<file path="config.mk">
export PLATFORM = sky130hd
export DESIGN_NAME = peer_strand_authority_table
export DESIGN_NICKNAME = d
export VERILOG_FILES = /design/src/design/pst_pkg.sv /design/src/design/pst_front.sv /design/src/design/pst_cmdq.sv /design/src/design/pst_back.sv /design/src/design/peer_strand_authority_table.sv
export SDC_FILE = /design/constraint.sdc
export NUM_CORES = 2
export LEC_CHECK = 0
export BUFFER_PORTS_ARGS = -buffer_cell sky130_fd_sc_hd__buf_2
export CAP_MARGIN = 0
export CELL_PAD_IN_SITES_DETAIL_PLACEMENT = 1
export CELL_PAD_IN_SITES_GLOBAL_PLACEMENT = 1
export CORE_MARGIN = 2
export CORE_UTILIZATION = 55
export DETAILED_ROUTE_END_ITERATION = 10
export PLACE_DENSITY_LB_ADDON = 0.1
export SLEW_MARGIN = 40
export SYNTH_ARGS = -nofsm -noshare
export SYNTH_HDL_FRONTEND = slang
export SYNTH_SLANG_ARGS = --single-unit
</file>
<file path="constraint.sdc">
create_clock -name clk -period 8.37 [get_ports clk]
set_input_delay 1.674 -clock clk [delete_from_list [all_inputs] [get_ports clk]]
set_output_delay 1.674 -clock clk [all_outputs]
set_load 0.1 [all_outputs]
</file>
<file path="src/design/pst_pkg.sv">
`timescale 1ns / 1ps
// ============================================================================
// pst_pkg
// Shared sizes, request codes and the request record that moves from the
// front end through the request queue to the table engine.
// ============================================================================
package pst_pkg;

    localparam int MAX_ENTRIES = 16;
    localparam int STRANDS     = 8;

    localparam int ADDR_W     = 32;
    localparam int FP_W       = 32;
    localparam int WEIGHT_W   = 8;
    localparam int IN_STRAND_W = 3;
    localparam int ROW_W      = STRANDS * WEIGHT_W;
    localparam int IDX_W      = (MAX_ENTRIES > 1) ? $clog2(MAX_ENTRIES) : 1;
    localparam int CNT_W      = $clog2(MAX_ENTRIES + 1);
    localparam int STRAND_W   = (STRANDS > 1) ? $clog2(STRANDS) : 1;

    // depth is a power of two so the pointers wrap on their own
    localparam int CMDQ_DEPTH = 2;
    localparam int CMDQ_PTR_W = (CMDQ_DEPTH > 1) ? $clog2(CMDQ_DEPTH) : 1;
    localparam int CMDQ_CNT_W = $clog2(CMDQ_DEPTH + 1);

    localparam logic REQ_GOSSIP = 1'b0;
    localparam logic REQ_QUERY  = 1'b1;

    localparam logic STATUS_OK   = 1'b0;
    localparam logic STATUS_FULL = 1'b1;

    typedef enum logic [1:0] {
        OP_UPDATE = 2'd0,
        OP_QUERY  = 2'd1,
        OP_NULL   = 2'd2
    } op_t;

    typedef struct packed {
        op_t                 op;
        logic [ADDR_W-1:0]   peer_address;
        logic [ROW_W-1:0]    weights;
        logic [FP_W-1:0]     fingerprint;
        logic [STRAND_W-1:0] strand;
    } cmd_t;

    typedef struct packed {
        logic valid;
        cmd_t cmd;
    } cmd_req_t;

endpackage

</file>
<file path="src/design/pst_front.sv">
`timescale 1ns / 1ps
// ============================================================================
// pst_front
// Accepts requests, classifies them into update, query or null query, packs
// the strand weights into one table row and hands the request to the queue.
// ============================================================================
module pst_front
(
    input  logic                             clk,
    input  logic                             rst_n,
    input  logic                             push,
    output logic                             full,
    input  logic                             req_type,
    input  logic [pst_pkg::ADDR_W-1:0]       peer_address,
    input  logic [pst_pkg::WEIGHT_W-1:0]     weight_s0,
    input  logic [pst_pkg::WEIGHT_W-1:0]     weight_s1,
    input  logic [pst_pkg::WEIGHT_W-1:0]     weight_s2,
    input  logic [pst_pkg::WEIGHT_W-1:0]     weight_s3,
    input  logic [pst_pkg::WEIGHT_W-1:0]     weight_s4,
    input  logic [pst_pkg::WEIGHT_W-1:0]     weight_s5,
    input  logic [pst_pkg::WEIGHT_W-1:0]     weight_s6,
    input  logic [pst_pkg::WEIGHT_W-1:0]     weight_s7,
    input  logic [pst_pkg::FP_W-1:0]         gossip_fingerprint,
    input  logic [pst_pkg::IN_STRAND_W-1:0]  query_strand,
    output pst_pkg::cmd_req_t                q_req,
    input  logic                             q_full
);

    logic              valid_reg;
    logic              valid_next;
    pst_pkg::cmd_t     cmd_reg;
    pst_pkg::cmd_t     cmd_next;
    logic              accept;
    logic              move;
    logic [pst_pkg::WEIGHT_W-1:0] w_in [8];

    assign w_in[0] = weight_s0;
    assign w_in[1] = weight_s1;
    assign w_in[2] = weight_s2;
    assign w_in[3] = weight_s3;
    assign w_in[4] = weight_s4;
    assign w_in[5] = weight_s5;
    assign w_in[6] = weight_s6;
    assign w_in[7] = weight_s7;

    assign move   = valid_reg && !q_full;
    assign full   = valid_reg && q_full;
    assign accept = push && !full;

    always_comb
    begin
        cmd_next = cmd_reg;
        if (accept)
        begin
            cmd_next.peer_address = peer_address;
            cmd_next.fingerprint  = gossip_fingerprint;
            cmd_next.strand       = query_strand[pst_pkg::STRAND_W-1:0];
            for (int i = 0; i < pst_pkg::STRANDS; i++)
            begin
                cmd_next.weights[i*pst_pkg::WEIGHT_W +: pst_pkg::WEIGHT_W] = w_in[i];
            end
            if (req_type == pst_pkg::REQ_GOSSIP)
            begin
                cmd_next.op = pst_pkg::OP_UPDATE;
            end
            else if ({1'b0, query_strand} < (pst_pkg::IN_STRAND_W + 1)'(pst_pkg::STRANDS))
            begin
                cmd_next.op = pst_pkg::OP_QUERY;
            end
            else
            begin
                cmd_next.op = pst_pkg::OP_NULL;
            end
        end
    end

    assign valid_next = accept || (valid_reg && !move);

    always_ff @(posedge clk or negedge rst_n)
    begin
        if (!rst_n)
        begin
            valid_reg <= 1'b0;
        end
        else
        begin
            valid_reg <= valid_next;
        end
    end

    always_ff @(posedge clk)
    begin
        cmd_reg <= cmd_next;
    end

    assign q_req.valid = valid_reg;
    assign q_req.cmd   = cmd_reg;

endmodule

</file>
<file path="src/design/pst_cmdq.sv">
`timescale 1ns / 1ps
// ============================================================================
// pst_cmdq
// Short request queue between the front end and the table engine.
// ============================================================================
module pst_cmdq
(
    input  logic               clk,
    input  logic               rst_n,
    input  pst_pkg::cmd_req_t  wr_req,
    output logic               q_full,
    input  logic               rd_take,
    output pst_pkg::cmd_req_t  rd_req
);

    pst_pkg::cmd_t                   slot_reg [pst_pkg::CMDQ_DEPTH];
    logic [pst_pkg::CMDQ_PTR_W-1:0]  wr_ptr_reg;
    logic [pst_pkg::CMDQ_PTR_W-1:0]  wr_ptr_next;
    logic [pst_pkg::CMDQ_PTR_W-1:0]  rd_ptr_reg;
    logic [pst_pkg::CMDQ_PTR_W-1:0]  rd_ptr_next;
    logic [pst_pkg::CMDQ_CNT_W-1:0]  count_reg;
    logic [pst_pkg::CMDQ_CNT_W-1:0]  count_next;
    logic                            do_wr;
    logic                            do_rd;

    assign q_full = (count_reg == pst_pkg::CMDQ_CNT_W'(pst_pkg::CMDQ_DEPTH));
    assign do_wr  = wr_req.valid && !q_full;
    assign do_rd  = rd_take && (count_reg != '0);

    assign wr_ptr_next = do_wr ? wr_ptr_reg + 1'b1 : wr_ptr_reg;
    assign rd_ptr_next = do_rd ? rd_ptr_reg + 1'b1 : rd_ptr_reg;

    always_comb
    begin
        count_next = count_reg;
        if (do_wr && !do_rd)
        begin
            count_next = count_reg + 1'b1;
        end
        else if (do_rd && !do_wr)
        begin
            count_next = count_reg - 1'b1;
        end
    end

    always_ff @(posedge clk or negedge rst_n)
    begin
        if (!rst_n)
        begin
            wr_ptr_reg <= '0;
            rd_ptr_reg <= '0;
            count_reg  <= '0;
        end
        else
        begin
            wr_ptr_reg <= wr_ptr_next;
            rd_ptr_reg <= rd_ptr_next;
            count_reg  <= count_next;
        end
    end

    always_ff @(posedge clk)
    begin
        if (do_wr)
        begin
            slot_reg[wr_ptr_reg] <= wr_req.cmd;
        end
    end

    assign rd_req.valid = (count_reg != '0);
    assign rd_req.cmd   = slot_reg[rd_ptr_reg];

endmodule

</file>
<file path="src/design/pst_back.sv">
`timescale 1ns / 1ps
// ============================================================================
// pst_back
// Table engine: walks the peer table one entry a cycle to find a peer or the
// best authority, writes updates and holds the result register.
// ============================================================================
module pst_back
(
    input  logic                         clk,
    input  logic                         rst_n,
    input  pst_pkg::cmd_req_t            q_req,
    output logic                         q_take,
    output logic                         empty,
    input  logic                         pop,
    output logic [pst_pkg::ADDR_W-1:0]   authority_address,
    output logic                         status
);

    typedef enum logic [3:0] {
        S_IDLE  = 4'b0001,
        S_SCAN  = 4'b0010,
        S_WRITE = 4'b0100,
        S_DONE  = 4'b1000
    } state_t;

    logic [pst_pkg::ADDR_W-1:0]   addr_mem [pst_pkg::MAX_ENTRIES];
    logic [pst_pkg::ROW_W-1:0]    weight_mem [pst_pkg::MAX_ENTRIES];
    logic [pst_pkg::FP_W-1:0]     fp_mem [pst_pkg::MAX_ENTRIES];

    state_t                       state_reg,     state_next;
    pst_pkg::cmd_t                cmd_reg,       cmd_next;
    logic [pst_pkg::CNT_W-1:0]    scan_idx_reg,  scan_idx_next;
    logic                         pend_reg,      pend_next;
    logic [pst_pkg::IDX_W-1:0]    pend_idx_reg,  pend_idx_next;
    logic [pst_pkg::WEIGHT_W-1:0] best_w_reg,    best_w_next;
    logic [pst_pkg::ADDR_W-1:0]   best_addr_reg, best_addr_next;
    logic                         status_reg,    status_next;
    logic [pst_pkg::IDX_W-1:0]    slot_reg,      slot_next;
    logic                         append_reg,    append_next;
    logic [pst_pkg::CNT_W-1:0]    total_reg,     total_next;
    logic [pst_pkg::MAX_ENTRIES-1:0] healthy_reg, healthy_next;
    logic                         res_valid_reg, res_valid_next;
    logic [pst_pkg::ADDR_W-1:0]   res_addr_reg,  res_addr_next;
    logic                         res_status_reg, res_status_next;

    logic [pst_pkg::ADDR_W-1:0]   addr_rd_reg;
    logic [pst_pkg::ROW_W-1:0]    row_rd_reg;
    logic [pst_pkg::IDX_W-1:0]    rd_idx;
    logic                         issue;
    logic                         hit;
    logic [pst_pkg::WEIGHT_W-1:0] rd_weight;
    logic                         tbl_wr;

    assign rd_idx    = scan_idx_reg[pst_pkg::IDX_W-1:0];
    assign issue     = (scan_idx_reg != total_reg);
    assign hit       = pend_reg && (cmd_reg.op == pst_pkg::OP_UPDATE)
                       && (addr_rd_reg == cmd_reg.peer_address);
    assign rd_weight = row_rd_reg[cmd_reg.strand*pst_pkg::WEIGHT_W +: pst_pkg::WEIGHT_W];
    assign tbl_wr    = (state_reg == S_WRITE);
    assign q_take    = (state_reg == S_IDLE);

    always_comb
    begin
        state_next      = state_reg;
        cmd_next        = cmd_reg;
        scan_idx_next   = scan_idx_reg;
        pend_next       = 1'b0;
        pend_idx_next   = pend_idx_reg;
        best_w_next     = best_w_reg;
        best_addr_next  = best_addr_reg;
        status_next     = status_reg;
        slot_next       = slot_reg;
        append_next     = append_reg;
        total_next      = total_reg;
        healthy_next    = healthy_reg;
        res_valid_next  = res_valid_reg && !pop;
        res_addr_next   = res_addr_reg;
        res_status_next = res_status_reg;

        case (state_reg)
            S_IDLE:
            begin
                if (q_req.valid)
                begin
                    cmd_next       = q_req.cmd;
                    scan_idx_next  = '0;
                    best_w_next    = '0;
                    best_addr_next = '0;
                    status_next    = pst_pkg::STATUS_OK;
                    if (q_req.cmd.op == pst_pkg::OP_NULL)
                    begin
                        state_next = S_DONE;
                    end
                    else
                    begin
                        state_next = S_SCAN;
                    end
                end
            end
            S_SCAN:
            begin
                pend_next     = issue;
                pend_idx_next = rd_idx;
                if (issue)
                begin
                    scan_idx_next = scan_idx_reg + 1'b1;
                end
                if (hit)
                begin
                    pend_next   = 1'b0;
                    slot_next   = pend_idx_reg;
                    append_next = 1'b0;
                    state_next  = S_WRITE;
                end
                else
                begin
                    if (pend_reg && (cmd_reg.op == pst_pkg::OP_QUERY)
                        && healthy_reg[pend_idx_reg] && (rd_weight > best_w_reg))
                    begin
                        best_w_next    = rd_weight;
                        best_addr_next = addr_rd_reg;
                    end
                    if (!issue && !pend_reg)
                    begin
                        if (cmd_reg.op != pst_pkg::OP_UPDATE)
                        begin
                            state_next = S_DONE;
                        end
                        else if (total_reg == pst_pkg::CNT_W'(pst_pkg::MAX_ENTRIES))
                        begin
                            status_next = pst_pkg::STATUS_FULL;
                            state_next  = S_DONE;
                        end
                        else
                        begin
                            slot_next   = total_reg[pst_pkg::IDX_W-1:0];
                            append_next = 1'b1;
                            state_next  = S_WRITE;
                        end
                    end
                end
            end
            S_WRITE:
            begin
                if (append_reg)
                begin
                    healthy_next[slot_reg] = 1'b1;
                    total_next             = total_reg + 1'b1;
                end
                state_next = S_DONE;
            end
            S_DONE:
            begin
                if (!res_valid_reg || pop)
                begin
                    res_valid_next  = 1'b1;
                    res_addr_next   = best_addr_reg;
                    res_status_next = status_reg;
                    state_next      = S_IDLE;
                end
            end
            default:
            begin
                state_next = S_IDLE;
            end
        endcase
    end

    always_ff @(posedge clk or negedge rst_n)
    begin
        if (!rst_n)
        begin
            state_reg     <= S_IDLE;
            pend_reg      <= 1'b0;
            total_reg     <= '0;
            healthy_reg   <= '0;
            res_valid_reg <= 1'b0;
        end
        else
        begin
            state_reg     <= state_next;
            pend_reg      <= pend_next;
            total_reg     <= total_next;
            healthy_reg   <= healthy_next;
            res_valid_reg <= res_valid_next;
        end
    end

    always_ff @(posedge clk)
    begin
        cmd_reg        <= cmd_next;
        scan_idx_reg   <= scan_idx_next;
        pend_idx_reg   <= pend_idx_next;
        best_w_reg     <= best_w_next;
        best_addr_reg  <= best_addr_next;
        status_reg     <= status_next;
        slot_reg       <= slot_next;
        append_reg     <= append_next;
        res_addr_reg   <= res_addr_next;
        res_status_reg <= res_status_next;
    end

    always_ff @(posedge clk)
    begin
        if (tbl_wr && append_reg)
        begin
            addr_mem[slot_reg] <= cmd_reg.peer_address;
        end
        addr_rd_reg <= addr_mem[rd_idx];
    end

    always_ff @(posedge clk)
    begin
        if (tbl_wr)
        begin
            weight_mem[slot_reg] <= cmd_reg.weights;
        end
        row_rd_reg <= weight_mem[rd_idx];
    end

    always_ff @(posedge clk)
    begin
        if (tbl_wr)
        begin
            fp_mem[slot_reg] <= cmd_reg.fingerprint;
        end
    end

    assign empty             = !res_valid_reg;
    assign authority_address = res_addr_reg;
    assign status            = res_status_reg;

endmodule

</file>
<file path="src/design/peer_strand_authority_table.sv">
`timescale 1ns / 1ps
// Path from push to result: front stage, queue, walk of the table at one entry a
// cycle with registered memory reads, write for a gossip that hits or appends,
// result register. The engine works on one request at a time: it takes the next
// request from the queue only once it is back in idle, while the front stage and
// the queue hold the requests behind it.
// Reset: rst_n clears the queues, the healthy bits and the entry count at once.
// ============================================================================
// peer_strand_authority_table
// Peer table with gossip updates and per-strand authority queries.
// ============================================================================
module peer_strand_authority_table
(
    input  logic                             clk,
    input  logic                             rst_n,
    input  logic                             push,
    output logic                             full,
    input  logic                             req_type,
    input  logic [pst_pkg::ADDR_W-1:0]       peer_address,
    input  logic [pst_pkg::WEIGHT_W-1:0]     weight_s0,
    input  logic [pst_pkg::WEIGHT_W-1:0]     weight_s1,
    input  logic [pst_pkg::WEIGHT_W-1:0]     weight_s2,
    input  logic [pst_pkg::WEIGHT_W-1:0]     weight_s3,
    input  logic [pst_pkg::WEIGHT_W-1:0]     weight_s4,
    input  logic [pst_pkg::WEIGHT_W-1:0]     weight_s5,
    input  logic [pst_pkg::WEIGHT_W-1:0]     weight_s6,
    input  logic [pst_pkg::WEIGHT_W-1:0]     weight_s7,
    input  logic [pst_pkg::FP_W-1:0]         gossip_fingerprint,
    input  logic [pst_pkg::IN_STRAND_W-1:0]  query_strand,
    output logic                             empty,
    input  logic                             pop,
    output logic [pst_pkg::ADDR_W-1:0]       authority_address,
    output logic                             status
);

    pst_pkg::cmd_req_t  front_req;
    pst_pkg::cmd_req_t  back_req;
    logic               q_full;
    logic               q_take;

    pst_front u_front
    (
        .clk                (clk),
        .rst_n              (rst_n),
        .push               (push),
        .full               (full),
        .req_type           (req_type),
        .peer_address       (peer_address),
        .weight_s0          (weight_s0),
        .weight_s1          (weight_s1),
        .weight_s2          (weight_s2),
        .weight_s3          (weight_s3),
        .weight_s4          (weight_s4),
        .weight_s5          (weight_s5),
        .weight_s6          (weight_s6),
        .weight_s7          (weight_s7),
        .gossip_fingerprint (gossip_fingerprint),
        .query_strand       (query_strand),
        .q_req              (front_req),
        .q_full             (q_full)
    );

    pst_cmdq u_cmdq
    (
        .clk     (clk),
        .rst_n   (rst_n),
        .wr_req  (front_req),
        .q_full  (q_full),
        .rd_take (q_take),
        .rd_req  (back_req)
    );

    pst_back u_back
    (
        .clk               (clk),
        .rst_n             (rst_n),
        .q_req             (back_req),
        .q_take            (q_take),
        .empty             (empty),
        .pop               (pop),
        .authority_address (authority_address),
        .status            (status)
    );

endmodule
</file>
Yosys cells after proc, flatten, opt, wreduce, memory -nomap -nowiden
Memory sizes are Yosys's and may differ from the RTL's. A register that Yosys moved wholly into a read port is not among the register bits.
Index checks and enable logic that the tools add are counted.
- bitwise gates (word level): 1
- multipliers: 0
- div/mod/pow operators: 0
- multiplexer cells: 49
- equality and inequality tests: 21
- shifts and indexed selects: 1
- reductions and logical operators: 40
- magnitude comparators: 4
- add/subtract/negate cells: 6
- operators with widths (operator ; count):
    2-to-1 mux 32 bit ; 3
    case mux 32 bit (2 select lines) ; 1
    variable part select 64 x 7 -> 8 bit ; 1
    2-to-1 mux 4 bit ; 11
    == test 32 bit ; 1
    2-to-1 mux 8 bit ; 3
    2-to-1 mux 1 bit ; 21
    logical AND 1 bit ; 16
    OR 16 bit ; 1
    case mux 4 bit (4 select lines) ; 1
    case mux 8 bit (2 select lines) ; 1
    != test 2 x 1 -> 1 bit, second input constant ; 7
    adder 5 x 1 -> 5 bit, second input constant ; 2
    < comparator 4 x 5 -> 1 bit, second input constant ; 2
    2-to-1 mux 5 bit ; 2
    case mux 5 bit (2 select lines) ; 1
    nonzero test 2 bit ; 5
    > comparator 8 bit ; 1
    logical NOT 1 bit ; 8
    AND reduction 4 bit ; 2
    != test 2 bit, second input constant ; 3
    AND reduction 2 bit ; 3
    AND reduction 3 bit ; 2
    AND reduction 6 bit ; 1
    other kinds (19) ; 23
- bits in writable memories: 1802
- output and inout bits: 35
- word-level logic and storage cells: 152
- bits in registers: 354
- bits of input ports: 136
- memories: 3
- latch bits: 0
- bits in read-only memories: 0
- memories (name ; depth ; width ; read ports ; clocked after Yosys merged registers in ; write ports ; line ; RTL):
    u_back.weight_mem ; 16 ; 64 ; 1 ; 1 ; 1 ; pst_back.sv:27 ; logic [pst_pkg::ROW_W-1:0] weight_mem [pst_pkg::MAX_ENTRIES];
    u_back.addr_mem ; 16 ; 32 ; 1 ; 1 ; 1 ; pst_back.sv:26 ; logic [pst_pkg::ADDR_W-1:0] addr_mem [pst_pkg::MAX_ENTRIES];
    u_cmdq.slot_reg ; 2 ; 133 ; 1 ; 0 ; 1 ; pst_cmdq.sv:16 ; pst_pkg::cmd_t slot_reg [pst_pkg::CMDQ_DEPTH];

Depth between registers and ports, before layout
- depth in word-level cells: 7
- gate-level depth with buffers: 10
- depth with buffers taken out: 8

Modules after synthesis
Synthesis repeated with hierarchy kept, for this count alone.
- cell total of the unflattened synthesis: 3320
- area, all modules: 82062.5 µm²
- by module, submodules not included (module ; cells each ; area an instance (µm²) ; sequential area each (µm²) ; times used):
    pst_back ; 2748 ; 67996.5 ; 54398.4 ; 1
    pst_cmdq ; 433 ; 10033.4 ; 8087.8 ; 1
    pst_front ; 139 ; 4032.6 ; 3988.8 ; 1

Worst setup path after synthesis
No wires, ideal clock.
- kind: reg-to-reg
- start point: reg u_back.state_reg[3]
- end point: mem u_back.weight_mem[0][0] (netlist bit) (enable)
- data arrival time: 5710 ps
- cell stages (with the launch flop): 6
- buffers on the path: 1
- setup time: 565 ps
- period minus slack after synthesis: 6274 ps
- data required time: 7805 ps
- slack: 2096 ps
- cells stage by stage: dfrtp_1 > nor2b_1 > and2_1 > or3b_2 > clkbuf_1 > nor3_1
- longest elaborated chain between the ends: 3
- RTL lines (element ; line ; RTL):
    start, declared ; pst_back.sv:30 ; state_t state_reg, state_next;
    start signal, assigned ; pst_back.sv:181 ; state_reg <= state_next;
    == test 4 x 3 -> 1 bit ; pst_back.sv:59 ; assign tbl_wr = (state_reg == S_WRITE);
    2-to-1 mux 1 bit (2 in a row) ; n/a ;
    end, declared ; pst_back.sv:27 ;
Every way passes these cells.

Worst setup path after layout
- start point: reg u_back.cmd_reg[0] (netlist bit)
- end point: reg u_back.best_addr_reg[19] (netlist bit) (enable)
- longest elaborated chain between the ends: 5
- RTL lines (element ; line ; RTL):
    start, declared ; pst_back.sv:31 ; pst_pkg::cmd_t cmd_reg, cmd_next;
    start signal, assigned ; pst_back.sv:191 ; cmd_reg <= cmd_next;
    variable part select 64 x 7 -> 8 bit ; pst_back.sv:58 ; assign rd_weight = row_rd_reg[cmd_reg.strand*pst_pkg::WEIGHT_W +: pst_pkg::WEIGHT_W];
    via u_back.rd_weight (one bit) ; pst_back.sv:51 ; logic [pst_pkg::WEIGHT_W-1:0] rd_weight;
    > comparator 8 bit ; pst_back.sv:118 ; && healthy_reg[pend_idx_reg] && (rd_weight > best_w_reg))
    logical AND 1 bit ; pst_back.sv:118 ;
    != test 2 x 1 -> 1 bit (no source line) ; n/a ;
    AND reduction 4 bit (no source line) ; n/a ;
    end signal, assigned ; pst_back.sv:195 ; best_addr_reg <= best_addr_next;
    end, declared ; pst_back.sv:36 ; logic [pst_pkg::ADDR_W-1:0] best_addr_reg, best_addr_next;
The timed path passes the listed nets, and every way through them passes these cells.
A chain may end at the register's enable or synchronous reset.

==> out/results.ini <==
[place]
placement.cell_area_um2 = 81910
placedCellCount = 5140
post-dp-hpwl_mm = 92.69
portBuffers = 138
gpl.final_weighted_congestion = 0.7630

[timing]
maxClockFrequency_mhz = 244.0
worst_slew_pin_slew_ps = 886.6
rsz_0062_raised_after_global_routing = no
finClkSkew_ps = 25.62
totalNegativeSetupSlack_ps = 0
fin_crit_ps = 4098
slew_violations = 0
timing_hold_violations_final = 0
post-route-period-util = 0.4896
report.final.setup_viol = 0
relSlewSlack = 0.4076

[floorplan]
die-width_um = 381.9
total_i_o_pin_count = 171
start_util = 0.5546
die_area_um2 = 145800
placeableCoreArea_um2 = 141600
site_row_count = 138
dieHeight_um = 381.9

[worst_setup_path]
required_ps = 8820
worstPathMaxFanout = 32
worst-setup-path-type = register to register
crit_path_launch_type = register
worst_ep_arrival_time_ps = 4540
cp_capture_type = register

[drt]
drt_first_pass_iters = 7
vias_per_cell = 6.185
avgRoutedWirePerCell_um = 31.92
dr_drc_count = 0
iteration_0_drc_count_of_the_detailed_router = 3510
detail-route-antenna-nets = 0
wirelength_mm = 176.8
via_count = 34260

[clocking]
cts-resized-gates = 0
number_of_sinks_on_the_clock_net = 2152
cts.repair_timing.setup_buffer_count = 0
cts.hold.buffers_added = 0
clock_latency_ps = 840
root_buffer = clkbuf_16
cts_buffers = 210
clk_pin_slew_ps = 60
cts-htree-levels = 4
tritoncts_clock_tree = built
clock_tree.buffer_depth = 3

[yosys]
synthDominantAreaCellType = edfxtp_1
asyncSetResetFlopFracSynth = 0.01487
ys_ff_latch = 2152
seq_area_frac_synth = 0.8086
synth.distinct_cells = 43
synthMostInstantiatedCell = edfxtp_1
synth_top_cells_by_area = edfxtp_1 (77%), mux4_2 (14%), dfxtp_1 (2.4%)
yosysWarnings = 0
post_synthesis_instance_area_um2 = 78530
synth_edf_count = 2024
syn_inst = 3165
synth-main-ff-cell = edfxtp_1
synth.avg_cell_area_um2 = 24.81
syn_nets = 3313
synth.cells.most_frequent = edfxtp_1 (2024), mux4_2 (501), mux2_2 (111)
netlist.area_leader.share = 0.7739

[power_and_ir_drop]
power_density_of_the_placed_cells_nw_per_um2 = 352.7
cellLeakagePower_nw = 28.51
total_power_w = 0.03137
max-vdd-ir-drop_mv = 0.2824

[finish]
area_occupied_by_multi_input_gates_um2 = 14440
layout.nets = 3616
finish.cell_count_without_fillers = 5540
area_delta_synth_final_pct = 13.27
drive_above_1_share = 0.3305
layout.cell_area.non_filler_um2 = 88950
seq_area_um2 = 63510
largest_reg_flops = 1024
fill_cells = 11040

[job]
cap_violations = 0

[global_routing]
met1_usage = 0.3584
groute.layer.met2.usage = 0.4038
grt_pass1_wl_mm = 258.0
grt_antenna_before_repair = 6
met3_track_usage_gr = 0.03655
gr-total-overflow = 0
vias_in_the_first_global_route = 36820
grt.busiest_layer = met2
grt_max_degree = 143
overall_global_routing_resource_usage = 0.2471

[status]
outcome = completed

[hold_path]
worstHoldPathType = register to register

power breakdown:
group          internal [W]  total (W)  switching, W
Sequential           0.0143     0.0156       0.00136
Clock               0.00540    0.00931       0.00391
Combinational       0.00305    0.00644       0.00339
kinds of logic after synthesis:
logic type / share of synthesized area
muxes: 0.1597
AOI/OAI and AO/OA: 0.001896
buffers and inverters: 0.01096
adders and majority gates: 0.001912
DFF: 0.8086
and+or+nand+nor: 0.01141
xor gates and xnor gates: 0.005465
routing by layer:
| metal | share of wire | vias up |
|---|---|---|
| met5 | 0 | - |
| met4 | 0.017 | 0 |
| met3 | 0.060 | 214 |
| met2 | 0.50 | 1238 |
| met1 | 0.42 | 18800 |
| li1 | - | 14010 |
cell usage in the layout (no fill, tap or decap), types with 6 or more instances in the layout:
cell type   Yosys  final
dfrtp_1        31     30
buf_16          0      8
xnor2_1        12     12
inv_1          16     15
nor2_1         47     15
buf_2          13    137
mux4_2        501    501
buf_4           1     54
bufinv_16       0     16
clkinv_1        0     24
nor4_1          9      9
buf_6          36     18
or2_2          12     12
buf_12          0      9
nor2_4          0     30
clkinv_2        0     38
edfxtp_1     2024   2024
mux2_2        111    111
clkinvlp_4      0      6
dfxtp_1        96     96
ha_1           12     12
and2_1         10      9
a21oi_1         8      7
clkbuf_1       74     59
and3_1         35     34
clkbuf_16       0    213
clkbuf_8        0     27
xor2_1         37     37
nand2_1        11     11
through the flow:
step           hold WS (ps)  worst slack, ps    util
2_1_floorplan         400.3             2096       -
3_3_place_gp          403.6             4254  0.5770
3_5_place_dp          406.3             4266  0.5786
4_1_cts               421.0             4240  0.6270
5_1_grt               424.6             4064  0.6282
6_report              419.8             4272  0.6283
critical path: stages (launching register included):
cell and delay (ps):
edfxtp_1 320, buf_4 430, mux4_2 640, mux2_2 310
ha_1 300, nor2b_1 140, o211ai_1 90, a21oi_1 190
o311ai_0 220, a21oi_4 390, buf_4 610
worst paths after layout:
kind	start	end	slack, ps	depth (start not counted)
max in group asynchronous	rst_n	u_cmdq.rd_ptr_reg	7210	1
min in group asynchronous	rst_n	u_back.healthy_reg[2]	790	1
hold reg to reg	u_back.best_addr_reg[10]	u_back.authority_address[10]	420	0
setup / recovery	u_back.cmd_reg[0]	u_back.best_addr_reg[19]	4270	10
setup reg to reg	u_back.cmd_reg[0]	u_back.best_addr_reg[19]	4270	10
hold / removal	u_back.best_addr_reg[10]	u_back.authority_address[10]	420	0
cell type report:
cell class,count,share of cell area
Inverter,16,0.0007314
Multi-Input combinational cell,861,0.1624
Tap cell,1890,0.02658
Antenna cell,1,0.00002813
Clock buffer,298,0.06643
Clock inverter,95,0.01073
Sequential cell,2152,0.7139
Timing Repair Buffer,227,0.01920
No activity file was read; power rests on OpenSTA's default activity.
